File: config.mk
export PLATFORM = sky130hd
export DESIGN_NAME = sap_ovl
export DESIGN_NICKNAME = d
export VERILOG_FILES = /design/src/sap_pkg.sv /design/src/sap_ovl.sv
export SDC_FILE = /design/constraint.sdc
export NUM_CORES = 1
export LEC_CHECK = 0
export BUFFER_PORTS_ARGS = -buffer_cell sky130_fd_sc_hd__buf_2
export CAP_MARGIN = 20
export CELL_PAD_IN_SITES_DETAIL_PLACEMENT = 1
export CELL_PAD_IN_SITES_GLOBAL_PLACEMENT = 1
export CORE_AREA = 2 2 155 157
export DETAILED_ROUTE_END_ITERATION = 7
export DIE_AREA = 0 0 157 159
export GPL_TIMING_DRIVEN = 0
export PLACE_DENSITY_LB_ADDON = 0.25
export SLEW_MARGIN = 20
export SYNTH_ARGS = -nofsm -noshare
export SYNTH_HDL_FRONTEND = slang
export SYNTH_SLANG_ARGS = --single-unit
File: constraint.sdc
create_clock -name vclk -period 3.3
set_input_delay 0.33 -clock vclk [all_inputs]
set_output_delay 0.33 -clock vclk [all_outputs]
set_load 0.01 [all_outputs]
File: src/sap_pkg.sv
// ----------------------------------------------------------------------------
// sap_pkg
// Shared types and constants for the sweep-and-prune pair finder.
// ----------------------------------------------------------------------------
package sap_pkg;

  localparam int COORD_W            = 32;
  localparam int IDX_W              = 16;
  localparam int MAX_RESULTS        = 32;
  localparam int ACTIVE_DEPTH_DEF   = 32;
  localparam int BOX_CNT_W          = 17;

  typedef struct packed {
    logic signed [COORD_W-1:0] min_x;
    logic signed [COORD_W-1:0] max_x;
    logic signed [COORD_W-1:0] min_y;
    logic signed [COORD_W-1:0] max_y;
    logic signed [COORD_W-1:0] min_z;
    logic signed [COORD_W-1:0] max_z;
  } box_t;

  typedef struct packed {
    logic [IDX_W-1:0] id;
    box_t             box;
  } entry_t;

  localparam int ENTRY_W = $bits(entry_t);

  typedef struct packed {
    logic x_keep;
    logic hit;
  } ovl_t;

endpackage

File: src/sap_ovl.sv
// ----------------------------------------------------------------------------
// sap_ovl
// Closed-interval overlap test of the incoming box against one stored entry.
// ----------------------------------------------------------------------------
module sap_ovl import sap_pkg::*; (
  input  box_t   nb,
  input  entry_t ent,
  output ovl_t   res
);

  always_comb begin
    res.x_keep = !(ent.box.max_x < nb.min_x);
    res.hit    = res.x_keep && (nb.max_x >= ent.box.min_x) &&
                 (nb.max_y >= ent.box.min_y) && (nb.min_y <= ent.box.max_y) &&
                 (nb.max_z >= ent.box.min_z) && (nb.min_z <= ent.box.max_z);
  end

endmodule

==> impl_metrics.yaml, run 1 <==
min_path:
  min_path_type: "input port to output port"
synthesis:
  synth_area_leaders: "ha_1 49%, inv_1 15%, a21oi_1 6.3%"
  synth.area.mux_share_pct: 0.821
  synth-compound-area-share_pct: 20.8
  ys_warn_count: 0
  synth.distinct_cells: 45
  synthSimpleGateAreaFrac_pct: 14.3
  synth_top_area_share_pct: 49.0
  synth_top_cell_by_area: "ha_1"
  synthAdderAreaFrac_pct: 49.0
  synth-xor-area-share_pct: 0.180
  synth-seq-area-share_pct: 0
  synth_area_per_cell_um2: 7.27
  synth_top_family_by_area: "adder cells"
  netlist_instances: 671
  syn_nets: 1262
  syn_area_um2: 4880
layout:
  drive_above_1_share_pct: 38.1
  final_cell_mix: "386 x buf_2, 193 x inv_1, 189 x ha_1"
  fin_nets: 1652
  syn_to_final_growth_pct: 48.7
  instances_no_fill: 1379
  regArea_um2: 0
  layout_commonest_cell: "buf_2"
  clkbuf_count: 0
  seq_cell_count: 0
  design_area_um2: 7250
  fillers: 3036
  postLayoutCoreUtil_pct: 31.3
drt:
  drc: 0
  met1Wirelength_mm: 7.94
  wl_per_cell_um: 14.0
  first_pass_iters: 4
  ant_nets: 0
  met2_length_mm: 9.87
  drt_iter0_markers: 126
  top_layer_used: "met4"
  wl_met3_mm: 1.31
  via_per_inst: 4.38
  wl_mm: 19.3
  vias: 6037
critical_path:
  critPathCaptureType: "output port"
  cp_max_fo: 2
  worstPathArrival_ns: 2.77
  worstPathRequired_ns: 2.97
  cp-start-kind: "input port"
  path_class: "input port to output port"
placement:
  place_inst: 1376
  pre_cts_ws_ns: 0.0250
  dp_hpwl_mm: 18.8
  placed_cell_area_um2: 7210
  place.gp.congestion: 0.809
  port_buffers: 386
clocking:
  holdBufCountCts: 0
sta:
  tns_ns: 0
  timing.final.crit_share_pct: 93.8
  rsz0062_at_grt: "false"
  worst_pin_slew_ns: 0.600
  finalMaxSlewViolations: 0
  max_freq_mhz: 323
  setup_viol: 0
  setup_ws_ns: 0.203
  min_period_ns: 3.10
  maxSlewHeadroom_pct: 59.0
  hold_viol: 0
global_route:
  grt_pass1_vias: 6327
  grt_pass1_wl_mm: 30.0
  grt_max_degree: 5
  antenna_found_initial: 1
  grt_use_total_pct: 14.7
  grt_overflow: 0
pwr:
  ir_worst_vdd_uv: 35.0
  p_leak_nw: 4.68
  pwr_density_cell_nw_per_um2: 108
floorplanning:
  coreArea_um2: 23200
  die_area_um2: 25000
  die_y_um: 159
  die_w_um: 157
  num_rows: 56
  start_util_pct: 21.0
  ios: 402
run_status:
  status: "finished clean"
run:
  maxCapViolCount: 0
per-layer routing:
| metal | global-route usage [%] | up-vias |
|---|---|---|
| li1 | - | 3134 |
| met1 | 16.7 | 2703 |
| met2 | 29.4 | 192 |
| met3 | 2.20 | 8 |
| met4 | 0.876 | 0 |
| met5 | 0 | - |
cells in the mapped netlist, types with 2 or more instances:
cell	n
a211oi_1	6
nand4_1	41
o21ai_0	16
nor2_1	15
a21oi_1	61
nand3_1	17
o21a_1	5
nor3_1	5
ha_1	191
nor4_1	7
a2111oi_0	2
a21oi_2	2
nor2b_1	7
a221oi_1	2
inv_1	194
o2111ai_1	3
a21o_1	32
o21ai_1	3
nand2_1	25
and4_1	2
a31o_2	2
mux2i_1	4
o211ai_1	7
cells by family (layout without fill, tap and decap cells):
| family | count (synthesis) | count (layout) |
|---|---|---|
| buffers and inverters | 194 | 582 |
| adders and majority gates | 191 | 191 |
| AOI/OAI and AO/OA | 155 | 155 |
| and+or+nand+nor | 126 | 126 |
| muxes | 4 | 4 |
| xor gates and xnor gates | 1 | 1 |
| other | 0 | 1 |
cell type report:
| cell class | count | area, µm² | area share, % |
|---|---|---|---|
| inverters | 194 | 728 | 10.0 |
| multi-input cells | 477 | 4180 | 57.6 |
| well taps | 319 | 399 | 5.50 |
| repair buffers | 388 | 1950 | 26.8 |
| diodes | 1 | 2.50 | 0.0345 |
metrics by stage:
step | total power (W) | hold slack [ns]
floorplan | 0.000423 | 0.999
global placement | 0.000775 | 1.29
detailed placement | 0.000791 | 1.30
CTS | 0.000797 | 1.30
global route | 0.000920 | 1.42
finish | 0.000785 | 1.38
repair_timing:
item                                    in CTS  in global routing
endpoints found under the setup margin       0                  1
setup buffers                                0                  2
gates resized for setup                      0                  4
report_power, final:
part | leakage [nW] | internal (W) | switching (W)
combinational | 4.68 | 0.000417 | 0.000369
clock | 0.00000634 | 0.0000000000405 | 0
sequential | 0 | 0 | 0
worst paths after layout:
path              cells past startpoint  slack (ns)  startpoint     end
hold / removal                        5        1.38      nb[31]  res[0]
setup / recovery                     12        0.20     nb[173]  res[0]
critical path: stages:
cell	delay [ns]
buf_2	0.08
inv_1	0.03
ha_1	0.30
nand4_1	0.13
nor2_1	0.07
a221o_2	0.32
a311o_1	0.30
a211oi_2	0.28
mux2i_2	0.34
nand3_2	0.16
nor4b_2	0.25
buf_2	0.18
No activity file was read; power rests on OpenSTA's default activity.
==> inputs of run 2 (changes only) <==
--- a/config.mk
+++ b/config.mk
@@ -9,10 +9,11 @@
 export CAP_MARGIN = 20
 export CELL_PAD_IN_SITES_DETAIL_PLACEMENT = 1
 export CELL_PAD_IN_SITES_GLOBAL_PLACEMENT = 1
-export CORE_AREA = 2 2 155 157
+export CORE_AREA = 2 2 158 160
 export DETAILED_ROUTE_END_ITERATION = 7
-export DIE_AREA = 0 0 157 159
+export DIE_AREA = 0 0 160 162
 export GPL_TIMING_DRIVEN = 0
+export MAX_ROUTING_LAYER = met4
 export PLACE_DENSITY_LB_ADDON = 0.25
 export SLEW_MARGIN = 20
 export SYNTH_ARGS = -nofsm -noshare
==> constraint.sdc (replaced) <==
create_clock -name vclk -period 4
set_input_delay 1 -clock vclk [all_inputs]
set_output_delay 1 -clock vclk [all_outputs]
set_load 0.01 [all_outputs]
==> run 2 against run 1 <==
  * Utilization shrank 0.35 points
  * Cell area grew 2.8%
  * First-iteration DRC count shrank 21%
  * Non-clock buffer count is the same
  * Routed wire length grew 2.6%
  * Count of clock-buffer cells in the layout is the same
  * Power shrank 14%
  * Setup slack lost 0.50 ns
  * Flip-flop and latch count is the same
  * Critical endpoint unchanged
  * Critical path depth shrank 1
  * Die area grew 3.8%
  * Highest routed layer unchanged
  * The run now ends with negative setup slack left
==> impl_metrics.yaml, run 2 (synthesis results as in run 1) <==
layout:
  syn_to_final_growth_pct: 52.8
  final_cell_mix: "379 x buf_2, 185 x inv_1, 181 x ha_1"
  seq_cell_count: 0
  postLayoutCoreUtil_pct: 30.9
  regArea_um2: 0
  layout_commonest_cell: "buf_2"
  fin_nets: 1652
  drive_above_1_share_pct: 40.0
  instances_no_fill: 1387
  clkbuf_count: 0
placement:
  pre_cts_ws_ns: -0.474
  port_buffers: 386
  place.gp.congestion: 0.817
  dp_hpwl_mm: 19.2
  place_inst: 1381
floorplanning:
  coreArea_um2: 24100
  start_util_pct: 20.2
  die_y_um: 162
  num_rows: 57
  ios: 402
  die_area_um2: 25900
  die_w_um: 160
pwr:
  pwr_density_cell_nw_per_um2: 90.4
  ir_worst_vdd_uv: 30.1
  p_leak_nw: 4.70
sta:
  rsz0062_at_grt: "true"
  finalMaxSlewViolations: 0
  tns_ns: -0.301
  timing.final.crit_share_pct: 108
  setup_viol: 1
  setup_ws_ns: -0.301
  hold_viol: 0
  maxSlewHeadroom_pct: 66.4
  min_period_ns: 4.30
  max_freq_mhz: 232
  worst_pin_slew_ns: 0.492
  fin_hold_ws_ns: 2.61
global_route:
  grt_max_degree: 5
  antenna_found_initial: 4
  grt_overflow: 0
  grt_use_total_pct: 15.0
  grt_pass1_wl_mm: 31.0
  grt_pass1_vias: 6336
drt:
  drc: 0
  wl_mm: 19.8
  ant_nets: 0
  first_pass_iters: 4
  wl_per_cell_um: 14.3
  drt_iter0_markers: 100
  via_per_inst: 4.31
  vias: 5984
run_status:
  status: "finished, violations left"
  violations: "negative setup slack"
critical_path:
  path_class: "input port to output port"
  worstPathArrival_ns: 3.30
  critPathCaptureType: "output port"
  cp_max_fo: 3
  cp-start-kind: "input port"
  worstPathRequired_ns: 3.00
run:
  maxCapViolCount: 0
min_path:
  min_path_type: "input port to output port"
==> run 2: per-stage QoR <==
stage	area, µm²	total power [W]
floorplan	5020	0.000362
CTS	7390	0.000684
global placement	7360	0.000659
finish	7450	0.000674
detailed placement	7360	0.000675
global route	7450	0.000787
==> run 2: final timing paths <==
check | slack [ns] | from | cells past startpoint | to
worst max-delay path | -0.30 | ent[142] | 11 | res[0]
worst min-delay path | 2.61 | ent[159] | 5 | res[1]
==> run 2: per-layer routing <==
metal	routed length [µm]	vias up	GRT usage, %
li1	-	3131	-
met3	1150	10	1.86
met1	8440	2626	17.8
met4	176	0	1.15
met2	10000	217	28.1
met5	0	-	-
==> run 2: worst max-delay path, cell delays in order <==
cell	delay, ns
buf_6	0.10
ha_4	0.24
a21oi_2	0.11
nand2_1	0.07
a221o_2	0.34
a311o_1	0.31
a211oi_2	0.24
mux2i_2	0.32
nand3_2	0.17
nor4b_4	0.24
buf_2	0.18
==> run 2: area by class of cell <==
type               count  area, µm²
repair buffers       388       1990
inverters            194        738
diodes                 4       10.0
fillers             3178      16700
well taps            324        405
multi-input cells    477       4310
==> run 2: repair_timing <==
action / in CTS / in global routing
endpoints found under the setup margin: 2 / 2
buffers inserted: 1 / 1
gates resized for setup: 5 / 9
pin swaps: 5 / 2
hold buffers: 0 / 0
==> run 2: power by group <==
group / internal [W] / total, W / switching [W] / leakage [nW]
Combinational: 0.000357 / 0.000674 / 0.000317 / 4.70
Sequential: 0 / 0 / 0 / 0
Clock: 0.000000000134 / 0.000000000134 / 0 / 0.0000254
==> inputs of run 3 (changes only) <==
==> constraint.sdc (replaced) <==
create_clock -name vclk -period 5.4
set_input_delay 1.35 -clock vclk [all_inputs]
set_output_delay 1.35 -clock vclk [all_outputs]
set_load 0.01 [all_outputs]
==> run 3 against run 2 <==
  * The run now ends clean
  * Largest power group unchanged
  * Die area did not move
  * Cell area fell by 2.7%
  * Sequential share of layout area did not move
  * Hold slack improved by 0.70 ns
  * Largest cell class unchanged
  * Critical path type unchanged
  * Critical path depth rose by 1
  * Power fell by 29%
  * Combinational power fell by 29%
  * Highest routed layer unchanged
  * Utilization fell by 0.83 points
  * Cell count rose by 0.14%
  * Flip-flop and latch count did not move
  * First-iteration DRC count rose by 52%
  * Non-clock buffer count fell by 1
==> impl_metrics.yaml, run 3 (synthesis results as in run 1) <==
min_path:
  min_path_type: "input port to output port"
global_route:
  grt_overflow: 0
  grt_pass1_wl_mm: 31.3
  grt.busiest_layer: "met2"
  grt.met2_usage_pct: 29.1
  grtUsageMet3_pct: 1.66
  grt_use_total_pct: 15.1
  grt_util_met1_pct: 17.5
  grt_max_degree: 5
  grt_pass1_vias: 6488
  antenna_found_initial: 7
drt:
  drc: 0
  drt_iter0_markers: 152
  wl_per_cell_um: 14.2
  via_per_inst: 4.30
  first_pass_iters: 4
  wl_mm: 19.7
  vias: 5976
  ant_nets: 0
floorplanning:
  die_y_um: 162
  die_area_um2: 25900
  die_w_um: 160
  start_util_pct: 20.2
  coreArea_um2: 24100
  num_rows: 57
  ios: 402
sta:
  hold_viol: 0
  fin_hold_ws_ns: 3.31
  worst_pin_slew_ns: 0.512
  setup_ws_ns: 0.238
  setup_viol: 0
  timing.final.crit_share_pct: 95.6
  finalMaxSlewViolations: 0
  min_period_ns: 5.16
  maxSlewHeadroom_pct: 65.0
  tns_ns: 0
  rsz0062_at_grt: "false"
  max_freq_mhz: 194
layout:
  regArea_um2: 0
  instances_no_fill: 1389
  seq_cell_count: 0
  fin_nets: 1651
  clkbuf_count: 0
  drive_above_1_share_pct: 37.8
  layout_commonest_cell: "buf_2"
  syn_to_final_growth_pct: 48.8
  final_cell_mix: "386 x buf_2, 194 x inv_1, 190 x ha_1"
pwr:
  p_leak_nw: 4.68
  finalPower_w: 0.000476
  ir_worst_vdd_uv: 18.8
  pwr_density_cell_nw_per_um2: 65.6
run:
  maxCapViolCount: 0
placement:
  pre_cts_ws_ns: 0.125
  port_buffers: 386
  dp_hpwl_mm: 19.2
  place.gp.congestion: 0.820
  place_inst: 1381
critical_path:
  critPathCaptureType: "output port"
  cp_max_fo: 3
  worstPathRequired_ns: 4.05
  worstSetupEndpoint: "res[0]"
  worstPathArrival_ns: 3.81
  startpoint: "nb[174]"
  cp-start-kind: "input port"
  path_class: "input port to output port"
run_status:
  status: "finished clean"
clocking:
  holdBufCountCts: 0
-- run 3: cell types whose count changed in the layout (fill, tap and decap cells not counted), sizes merged --
cell	delta
diode	+3
buf	-1
-- run 3: what timing repair did --
action | 4_1_cts | 5_1_grt
endpoints found under the setup margin | 0 | 1
resized for setup | 0 | 2
setup buffers | 0 | 1
-- run 3: worst min-delay path by stage --
stage | cells past startpoint | start | slack, ns | end
floorplan | 3 | ent[159] | 3.04 | res[1]
global placement | 5 | ent[159] | 3.34 | res[1]
detailed placement | 5 | ent[159] | 3.34 | res[1]
CTS | 5 | ent[159] | 3.34 | res[1]
global route | 5 | ent[159] | 3.36 | res[1]
finish | 5 | ent[159] | 3.31 | res[1]
-- run 3: stage by stage --
step / util [%] / cell area [µm²]
2_1_floorplan: - / 4880
3_3_place_gp: 29.9 / 7210
3_5_place_dp: 29.9 / 7210
4_1_cts: 29.9 / 7210
5_1_grt: 30.1 / 7260
6_report: 30.1 / 7260
-- run 3: routing by layer --
| layer | vias up | share of wire, % |
|---|---|---|
| li1 | 3137 | - |
| met1 | 2641 | 42 |
| met2 | 196 | 52 |
| met3 | 2 | 5.3 |
| met4 | 0 | 0.17 |
| met5 | - | 0 |
-- run 3: area by class of cell --
type | instances | area [µm²]
inverters | 194 | 728
well taps | 324 | 405
fillers | 3191 | 16800
repair buffers | 387 | 1940
diodes | 7 | 17.5
multi-input cells | 477 | 4170
-- run 3: critical path, cell delays in order --
cell and delay [ns]:
buf_2 0.10, inv_1 0.08, ha_4 0.21, a21oi_2 0.13
nand2_1 0.07, a221o_2 0.38, a311o_1 0.28, a211oi_2 0.28
mux2i_2 0.35, nand3_2 0.15, nor4b_2 0.25, buf_2 0.18
-- run 3: power by group --
part | switching (W) | internal, W
registers | 0 | 0
clock network | 0 | 0.000000000174
logic | 0.000224 | 0.000252
total | 0.000224 | 0.000252
