[config.mk]
export PLATFORM = sky130hd
export DESIGN_NAME = sap_ram
export DESIGN_NICKNAME = d
export VERILOG_FILES = /design/src/sap_ram.sv
export SDC_FILE = /design/constraint.sdc
export NUM_CORES = 1
export LEC_CHECK = 0
export ABC_AREA = 1
export BUFFER_PORTS_ARGS = -buffer_cell sky130_fd_sc_hd__buf_2
export CORE_UTILIZATION = 53
export DETAILED_ROUTE_END_ITERATION = 10
export GPL_TIMING_DRIVEN = 1
export PLACE_DENSITY = 0.73
export RECOVER_POWER = 25
export SLEW_MARGIN = 20
export SYNTH_ARGS = -nofsm -noshare
export SYNTH_HDL_FRONTEND = slang
export SYNTH_SLANG_ARGS = --single-unit
[constraint.sdc]
create_clock -name clk -period 2.4 [get_ports clk]
set_input_delay 0.72 -clock clk [delete_from_list [all_inputs] [get_ports clk]]
set_output_delay 0.72 -clock clk [all_outputs]
set_load 0.1 [all_outputs]
[src/sap_ram.sv]
// ----------------------------------------------------------------------------
// sap_ram
// Generic single-write, single-read RAM with registered read data.
// ----------------------------------------------------------------------------
module sap_ram #(
  parameter int WIDTH = 8,
  parameter int DEPTH = 32,
  parameter int AW    = $clog2(DEPTH)
) (
  input  logic             clk,
  input  logic             we,
  input  logic [AW-1:0]    waddr,
  input  logic [WIDTH-1:0] wdata,
  input  logic [AW-1:0]    raddr,
  output logic [WIDTH-1:0] rdata
);

  logic [WIDTH-1:0] mem [DEPTH];

  always_ff @(posedge clk) begin
    if (we) begin
      mem[waddr] <= wdata;
    end
    rdata <= mem[raddr];
  end

endmodule

==> results.txt, run 1 <==
----------------------------------------------------
[Status]
  Outcome ... complete, but fails checks
  Failing checks ... capacitance limit, slew limit

[Pwr]
  Overall power ... 9.92 mW
  Total internal power ... 7.74 mW
  Power per unit of standard cell area ... 818 nW/um^2
  Sequential fraction of design power ... 51.9%
  Clk network pwr share ... 40.8%
  Portion of total power attributed to combinational logic ... 7.3%
  Switching portion of total power ... 22.0%
  NetSw ... 2.18 mW
  Reported leakage power ... 4.56 nW
  Max IR drop VDD ... 522 uV

[Job]
  Max-capacitance violation count ... 5

[STA]
  RSZ-0062 raised after global routing ... false
  Top achievable clock speed ... 477 MHz
  Clock Skew ... 10.3 ps
  Total negative setup slack ... 0 ps
  Finish-stage setup viols ... 0
  Transition time at the pin with the least slew margin ... 1700 ps
  Max-slew violation count ... 132
  Slew headroom ... -13.2%
  Tcrit/Tclk final ... 87.3%
  Post-layout min period ... 2100 ps
  Final hold viol count ... 0

[Clocking]
  Post_cts resized ... 0
  Root Buffer Master ... sky130_fd_sc_hd__clkbuf_16
  CTS Hold Bufs ... 0
  TritonCTS buffer count ... 27
  CTS tree ... done
  Clock-pin slew on the worst setup and hold paths ... 60 ps
  Clock latency on the worst-skew pair ... 520 ps
  Total number of clock tree sinks ... 264
  Post-CTS setup buffer count ... 0
  Clock tree buffer depth ... 3
  Clock H-tree levels ... 1

[Floorplan]
  Site Rows ... 51
  Die Wd ... 145 um
  Height of the die ... 145 um
  Initial standard-cell utilization of the core ... 54.7%
  Area of the core region ... 19700 um^2
  Area of the die ... 20900 um^2
  Number of top-level pins ... 28

[Layout]
  Footprint of the flip-flops and latches ... 7850 um^2
  Ratio of cells with drive above 1 in the final layout ... 10.9%
  Syn-to-layout area delta ... 12.5%
  Multi-input logic area ... 2490 um^2
  Layout filler cell count ... 1517
  Net count reported at finish ... 996

[Synthesis]
  Mux share of post-synthesis cell area ... 0%
  Share of the yosys chip area belonging to registers ... 72.8%
  Post-synthesis net count ... 942
  Register bit total from synthesis ... 264
  Cells after Synth ... 922
  Share of synthesized cell area in and, or, nand and nor gates ... 23.1%
  Combinational family with the most area after synthesis ... simple AND/OR/NAND/NOR gates
  Synthesized-area fraction occupied by ao, oa, aoi and oai cells ... 0%
  Post-synthesis instance area ... 10800 um^2
  Number of warning messages in the yosys log ... 0
  Adder-cell share of the synthesized area ... 0%
  XOR/XNOR Fraction of Synth Area ... 0%
  Post-Synthesis Mean Instance Area ... 11.7 um^2
  Netlist cell types ... 12

[GRT]
  Via count of the first global-routing pass ... 6520
  First-pass GRT wire length ... 37200 um
  GRT Resource Usage Total ... 24.4%
  Largest net degree at the start of global routing ... 129
  Overflow left after global routing ... 0
  Number of antenna violations at the first check in global routing ... 1

[Placement]
  Placer's final routability congestion estimate ... 0.905
  Dpl hpwl ... 13800 um
  Count of input and output buffers ... 27

[Worst setup path]
  Kind of capture point of the worst setup path ... primary output
  Highest-delay cell along the critical path ... sky130_fd_sc_hd__buf_2
  Combined buffer and inverter count along the critical path ... 1
  Type of the setup path with the least slack ... reg2out
  Critical path required time ... 1680 ps
  Kind of launch point of the worst setup path ... register
  Critical path, cell by cell ... buf_2
  Biggest cell delay along the critical path ... 450 ps
  Critical Path AT ... 1380 ps
  Kind of cell adding the most delay to the critical path ... buffers and inverters
  Peak fanout along the critical path ... 1

[Routing]
  Final ANT Viol Nets ... 0
  Vias per Instance ... 5.55
  Drt initial violations ... 783
  Vias ... 6997
  Routed length per placed instance ... 19.4 um
  DRC violations left ... 0
  Number of iterations in the first detailed-routing pass ... 5
  Total detailed-routing wirelength ... 24400 um

[Hold path]
  Class of the worst hold path ... in2reg

----------------------------------------------------
synth_stat cells, drive strengths merged:
| master | number | area share (%) |
|---|---|---|
| buf | 45 | 3.5 |
| clkbuf | 7 | 0.24 |
| dfxtp | 8 | 1.5 |
| edfxtp | 256 | 71 |
| inv | 10 | 0.35 |
| nand2 | 360 | 13 |
| nand3 | 204 | 9.5 |
| nor2 | 32 | 1.1 |
path summary, 6_finish.rpt:
check / start / to / slack [ps] / cells past startpoint
setup reg to reg: mem[7][1] / rdata[1] / 1260 / 8
setup / recovery: rdata[0] / rdata[0] / 300 / 1
hold / removal: raddr[4] / rdata[4] / 530 / 3
hold reg to reg: mem[14][7] / rdata[7] / 770 / 8
final cells by class:
type / instances / area share (%)
sequential: 264 / 64.7
multi-input combinational: 596 / 20.5
inverter: 10 / 0.320
timing repair buffer: 77 / 4.69
clock buffer: 39 / 6.10
tap: 265 / 2.73
clock inverter: 8 / 0.918
antenna: 1 / 0.0206
kinds of logic (layout without fill, tap and decap cells):
group,after synthesis,in the layout
buffers and inverters,62,134
AND/OR/NAND/NOR,596,596
other,0,1
flip-flops,264,264
worst register-to-register path, stage by stage (launching register included):
cell and delay (ps):
sky130_fd_sc_hd__edfxtp_1 380, sky130_fd_sc_hd__nand2_1 80, sky130_fd_sc_hd__nand3_1 90, sky130_fd_sc_hd__nand3_1 130, sky130_fd_sc_hd__nand2_1 70, sky130_fd_sc_hd__nand2_1 60, sky130_fd_sc_hd__nand2_1 60, sky130_fd_sc_hd__nand2_1 110
sky130_fd_sc_hd__nand2_1 70
sequential cells by signal, summed over array words and instances (netlist names):
signal,flops
mem,256
rdata,8
through the flow:
step | utilization [%] | cells | worst slack, ps | instance area (um^2) | hold WS, ps
after floorplan | - | 922 | 646 | 10800 | 688
after global placement | 57.2 | 1212 | 178 | 11300 | 766
after detailed placement | 57.2 | 1212 | 161 | 11300 | 753
after CTS | 61.6 | 1259 | 308 | 12100 | 516
after global routing | 61.5 | 1259 | 299 | 12100 | 539
final | 61.5 | 1260 | 305 | 12100 | 532
power groups by stage:
| stage | sequential, mW | combinational, mW | clock [mW] |
|---|---|---|---|
| finish | 5.15 | 0.722 | 4.05 |
| global route | 5.15 | 0.785 | 4.26 |
| CTS | 5.15 | 0.722 | 4.10 |
| detailed placement | 5.25 | 0.719 | 0 |
| global placement | 5.24 | 0.707 | 0 |
| floorplan | 5.36 | 0.369 | 0 |
layout by cell type, fill, tap and decap left out, drive strengths merged:
cell,instances
nand2,360
edfxtp,256
nand3,204
buf,72
clkbuf,44
nor2,32
inv,9
dfxtp,8
clkinv,6
bufinv,3
diode,1
per-layer routing:
layer / global-route usage, % / part of all wire (%) / vias to the layer above
li1: - / - / 3306
met1: 34.9 / 43 / 3339
met2: 38.9 / 47 / 289
met3: 3.13 / 7.1 / 63
met4: 7.92 / 2.9 / 0
met5: 0 / 0 / -
No activity file was read; power rests on OpenSTA's default activity.
==> inputs of run 2 (changes only) <==
Settings changed: CORE_ASPECT_RATIO from default to 1.5.
==> run 2 against run 1 <==
  * The run still ends with capacitance limit, slew limit left
  * Highest routed layer unchanged
  * Critical endpoint is now rdata[7]
  * Clock power is 2% lower
  * Hold slack worse by 5.4 ps
  * Critical path depth stayed put
  * First-iteration DRC count is 39% lower
  * Non-clock buffer count is 5 lower
  * Final cell count is 1.3% lower
==> results.txt, run 2 (synthesized netlist as in run 1, its figures left out) <==
----------------------------------------------------
[Routing]
  Total detailed-routing wirelength ... 22900 um
  Routed met1 length ... 9020 um
  DRC violations left ... 0
  Drt initial violations ... 479
  Final ANT Viol Nets ... 0
  Met3 WL post-DR ... 1380 um
  Routed length per placed instance ... 18.4 um
  Uppermost routed layer ... met4
  Vias ... 6831
  Met2 Wirelength ... 11600 um
  Vias per Instance ... 5.49
  Number of iterations in the first detailed-routing pass ... 4

[Layout]
  Antenna diode count ... 0
  Layout filler cell count ... 1533
  Net count reported at finish ... 987
  Top flop regs ... mem x256, rdata x8
  Final Non-Filler Cells ... 1244
  Most common cell after layout, fill and taps aside ... sky130_fd_sc_hd__nand2_1
  Most used cells in the layout excluding fill and tap cells ... sky130_fd_sc_hd__nand2_1 (360), sky130_fd_sc_hd__edfxtp_1 (256), sky130_fd_sc_hd__nand3_1 (204)
  Ratio of cells with drive above 1 in the final layout ... 10.8%
  Syn-to-layout area delta ... 12.1%
  Max reg flops ... 256
  Finished Cell Area ... 12100 um^2
  Reg with most FFs ... mem

[Status]
  Failing checks ... capacitance limit, slew limit
  Outcome ... complete, but fails checks

[GRT]
  Overflow left after global routing ... 0
  Via count of the first global-routing pass ... 6694
  First-pass GRT wire length ... 36100 um
  Number of antenna violations at the first check in global routing ... 0
  Largest net degree at the start of global routing ... 65
  GRT Resource Usage Total ... 22.6%

[STA]
  Finish-stage setup viols ... 0
  Final hold viol count ... 0
  Final worst slack ... 366 ps
  Post-layout min period ... 2030 ps
  Total negative setup slack ... 0 ps
  Tcrit/Tclk final ... 84.7%
  Clock Skew ... 21.3 ps
  RSZ-0062 raised after global routing ... false
  Transition time at the pin with the least slew margin ... 1510 ps
  Top achievable clock speed ... 492 MHz
  Slew headroom ... -0.906%
  Max-slew violation count ... 65

[Clocking]
  Clock latency on the worst-skew pair ... 520 ps
  Total number of clock tree sinks ... 264
  Post_cts resized ... 0
  Root Buffer Master ... sky130_fd_sc_hd__clkbuf_16
  TritonCTS buffer count ... 23
  Clock tree buffer depth ... 3
  CTS Hold Bufs ... 0
  Clock-pin slew on the worst setup and hold paths ... 70 ps
  Clock H-tree levels ... 1
  Post-CTS setup buffer count ... 0
  CTS tree ... done

[Placement]
  Setup slack after placement ... 323 ps
  Count of input and output buffers ... 27
  Cells after DPL ... 1202
  Dpl hpwl ... 13800 um
  Post-place instance area ... 11300 um^2
  Placer's final routability congestion estimate ... 0.776

[Job]
  Max-capacitance violation count ... 2

[Worst setup path]
  Logic depth of the worst register-to-register path ... 8
  Internal reg-to-reg setup slack ... 1180 ps
  Highest-delay cell along the critical path ... sky130_fd_sc_hd__buf_2
  Kind of cell adding the most delay to the critical path ... buffers and inverters
  Peak fanout along the critical path ... 1
  Biggest cell delay along the critical path ... 440 ps
  Critical path required time ... 1680 ps
  Critical path, cell by cell ... buf_2
  Critical Path AT ... 1310 ps
  Kind of launch point of the worst setup path ... register
  Combined buffer and inverter count along the critical path ... 1
  Launch instance of the worst register-to-register path ... mem[29][2]
  Type of the setup path with the least slack ... reg2out
  Kind of capture point of the worst setup path ... primary output
  Endpoint of the worst-slack reg-to-reg timing path ... rdata[2]

[Pwr]
  Portion of total power attributed to combinational logic ... 7.3%
  Switching portion of total power ... 22.0%
  Sequential fraction of design power ... 52.4%
  Clk network pwr share ... 40.3%
  NetSw ... 2.16 mW
  Total internal power ... 7.64 mW
  Power per unit of standard cell area ... 811 nW/um^2
  Max IR drop VDD ... 441 uV
  Reported leakage power ... 4.54 nW

[Floorplan]
  Number of top-level pins ... 28
  Area of the die ... 20900 um^2
  Height of the die ... 177 um
  Die Wd ... 118 um
  Site Rows ... 63
  Area of the core region ... 19900 um^2
  Initial standard-cell utilization of the core ... 54.3%

[Hold path]
  Min-Delay Startpoint ... raddr[4]
  Cell depth of the worst hold path ... 3
  Worst hold endpoint ... rdata[5]
  Class of the worst hold path ... in2reg

----------------------------------------------------
## run 2: changes by cell type in the layout (fill, tap and decap cells not counted)
cell | previous run | this run
sky130_fd_sc_hd__inv_6 | 0 | 2
sky130_fd_sc_hd__bufinv_16 | 3 | 5
sky130_fd_sc_hd__clkinv_2 | 3 | 5
sky130_fd_sc_hd__buf_2 | 21 | 20
sky130_fd_sc_hd__buf_12 | 5 | 8
sky130_fd_sc_hd__clkinv_1 | 3 | 2
sky130_fd_sc_hd__clkbuf_16 | 27 | 23
sky130_fd_sc_hd__diode_2 | 1 | 0
sky130_fd_sc_hd__clkbuf_1 | 15 | 8
sky130_fd_sc_hd__buf_4 | 46 | 38
sky130_fd_sc_hd__clkinv_4 | 0 | 3
sky130_fd_sc_hd__clkbuf_8 | 2 | 1
## run 2: how the worst max path moves through the flow
stage	endpoint	startpoint	cells past startpoint	slack, ps
detailed placement	rdata[2]	raddr[0]	11	320
CTS	rdata[7]	rdata[7]	1	330
finish	rdata[7]	rdata[7]	1	370
global placement	rdata[7]	raddr[0]	11	340
floorplan	mem[0][0]	waddr[0]	3	650
global route	rdata[7]	rdata[7]	1	330
## run 2: layout make-up
class,count,area [um^2],area share [%]
Clock buffer,26,597,4.94
Clock inverter,16,221,1.83
Inverter,10,38.8,0.321
Multi-Input combinational cell,596,2490,20.6
Sequential cell,264,7850,64.9
Tap cell,260,325,2.69
Timing Repair Buffer,72,568,4.70
## run 2: power groups by stage
stage                     sequential [mW]  combinational [mW]  clock (mW)
after floorplan                      5.36               0.369           0
after global placement               5.24               0.706           0
after detailed placement             5.24               0.715           0
after CTS                            5.14               0.718        3.99
after global routing                 5.14               0.779        4.15
final                                5.14               0.713        3.95
## run 2: layer usage
metal	global-route usage, %	vias to the layer above
met5	0	-
met4	10.1	0
met3	2.48	59
met2	38.8	260
met1	29.1	3235
li1	-	3277
## run 2: stage by stage
stage	hold WS, ps	power [mW]	utilization, %
after floorplan	688	5.73	-
after detailed placement	737	5.95	56.8
after CTS	517	9.84	60.9
final	526	9.80	60.9
after global routing	554	10.1	60.9
after global placement	722	5.95	56.8
==> inputs of run 3 (changes only) <==
Clock period 2.4 ns to 2 ns, I/O delays scaled along.
==> run 3 against run 2 <==
  * The run still ends with capacitance limit, slew limit left
  * Hold slack got worse by 120 ps
  * Design area is 0.52% higher
  * Critical path depth stayed put
  * Critical endpoint is now rdata[2]
  * Sequential cell count did not move
  * Clock power rose by 12%
  * Routed wire length up 3.5%
  * Register-to-register slack got worse by 350 ps
==> results.txt, run 3 (synthesized netlist as in run 1, its figures left out) <==
----------------------------------------------------
[Pwr]
  Reported leakage power ... 4.58 nW
  Overall power ... 11.5 mW
  Max IR drop VDD ... 718 uV
  Power per unit of standard cell area ... 944 nW/um^2

[Worst setup path]
  Logic depth of the worst register-to-register path ... 8
  Critical path required time ... 1400 ps
  Combined buffer and inverter count along the critical path ... 1
  Critical path, cell by cell ... buf_2
  Endpoint of the worst-slack reg-to-reg timing path ... rdata[7]
  Peak fanout along the critical path ... 1
  Biggest cell delay along the critical path ... 450 ps
  Internal reg-to-reg setup slack ... 830 ps
  Highest-delay cell along the critical path ... sky130_fd_sc_hd__buf_2
  Kind of capture point of the worst setup path ... primary output
  Kind of cell adding the most delay to the critical path ... buffers and inverters
  Launch instance of the worst register-to-register path ... mem[29][7]
  Critical Path AT ... 1350 ps
  Type of the setup path with the least slack ... reg2out
  Kind of launch point of the worst setup path ... register

[Floorplan]
  Site Rows ... 63
  Area of the die ... 20900 um^2
  Area of the core region ... 19900 um^2
  Height of the die ... 177 um
  Die Wd ... 118 um
  Number of top-level pins ... 28
  Initial standard-cell utilization of the core ... 54.3%

[Layout]
  Top flop regs ... mem x256, rdata x8
  Reg with most FFs ... mem
  Ratio of cells with drive above 1 in the final layout ... 11.7%
  Layout filler cell count ... 1549
  Max reg flops ... 256
  Syn-to-layout area delta ... 12.7%
  Footprint of the flip-flops and latches ... 7850 um^2
  Most used cells in the layout excluding fill and tap cells ... sky130_fd_sc_hd__nand2_1 (360), sky130_fd_sc_hd__edfxtp_1 (256), sky130_fd_sc_hd__nand3_1 (204)
  Final Non-Filler Cells ... 1255
  Antenna diode count ... 0
  Finished Cell Area ... 12200 um^2
  Net count reported at finish ... 999
  Most common cell after layout, fill and taps aside ... sky130_fd_sc_hd__nand2_1
  Multi-input logic area ... 2490 um^2

[STA]
  Total negative setup slack ... 0 ps
  Tcrit/Tclk final ... 97.5%
  Clock Skew ... 16.1 ps
  Top achievable clock speed ... 513 MHz
  Slew headroom ... -1.28%
  Final hold viol count ... 0
  Worst hold slack across all endpoints ... 411 ps
  Max-slew violation count ... 66
  RSZ-0062 raised after global routing ... false
  Post-layout min period ... 1950 ps
  Transition time at the pin with the least slew margin ... 1520 ps
  Finish-stage setup viols ... 0

[Placement]
  Post-place instance area ... 11400 um^2
  Placer's final routability congestion estimate ... 0.793
  Dpl hpwl ... 14300 um
  Cells after DPL ... 1213
  Count of input and output buffers ... 27

[Status]
  Outcome ... complete, but fails checks
  Failing checks ... capacitance limit, slew limit

[Clocking]
  Total number of clock tree sinks ... 264
  TritonCTS buffer count ... 24
  Post_cts resized ... 0
  Clock latency on the worst-skew pair ... 520 ps
  Root Buffer Master ... sky130_fd_sc_hd__clkbuf_16
  CTS tree ... done
  Clock tree buffer depth ... 3
  Post-CTS setup buffer count ... 0
  Clock-pin slew on the worst setup and hold paths ... 70 ps
  Clock H-tree levels ... 1
  CTS Hold Bufs ... 0

[Routing]
  Routed length per placed instance ... 18.9 um
  Total detailed-routing wirelength ... 23700 um
  Number of iterations in the first detailed-routing pass ... 7
  Final ANT Viol Nets ... 0
  Vias ... 6946
  DRC violations left ... 0
  Vias per Instance ... 5.53
  Drt initial violations ... 573

[Hold path]
  Worst hold endpoint ... rdata[5]
  Cell depth of the worst hold path ... 3
  Min-Delay Startpoint ... raddr[4]
  Class of the worst hold path ... in2reg

[GRT]
  Largest net degree at the start of global routing ... 48
  Number of antenna violations at the first check in global routing ... 0
  GRT Resource Usage Total ... 23.4%
  Via count of the first global-routing pass ... 6920
  First-pass GRT wire length ... 36900 um
  Overflow left after global routing ... 0

[Job]
  Max-capacitance violation count ... 2

----------------------------------------------------
[run 3: cell types whose count changed in the layout (fill, tap and decap cells not counted), moves of 3 or more]
cell,change
sky130_fd_sc_hd__buf_4,+7
sky130_fd_sc_hd__buf_12,+3
sky130_fd_sc_hd__bufinv_16,-3
sky130_fd_sc_hd__clkinv_1,+3
[run 3: area by class of cell]
type / count / area share (%)
well taps: 260 / 2.68
clock inverters: 15 / 1.05
inverters: 10 / 0.319
flip-flops and latches: 264 / 64.6
repair buffers: 83 / 5.66
multi-input cells: 596 / 20.5
clock buffers: 27 / 5.21
[run 3: worst max-delay path by stage]
stage / from / cells past startpoint / end
after floorplan: waddr[0] / 3 / mem[0][0]
after global placement: raddr[0] / 11 / rdata[2]
after detailed placement: raddr[0] / 11 / rdata[7]
after CTS: rdata[2] / 1 / rdata[2]
after global routing: rdata[2] / 1 / rdata[2]
final: rdata[2] / 1 / rdata[2]
[run 3: layer usage]
metal	wire length, um	global-route usage [%]	vias to the layer above
met2	12400	42.3	284
li1	-	-	3302
met4	742	9.60	0
met5	0	0	-
met1	9170	28.7	3313
met3	1430	2.61	47
[run 3: through the flow]
stage	util [%]	setup slack, ps
after floorplan	-	366
final	61.2	50.9
after CTS	61.2	12.2
after global routing	61.2	16.0
after global placement	57.4	85.0
after detailed placement	57.4	67.9
[run 3: power by group]
part	leakage, nW	total, mW	switching, mW	internal, mW
clock network	0.371	4.41	1.89	2.53
registers	2.37	6.17	0.0229	6.15
logic	1.83	0.886	0.659	0.226
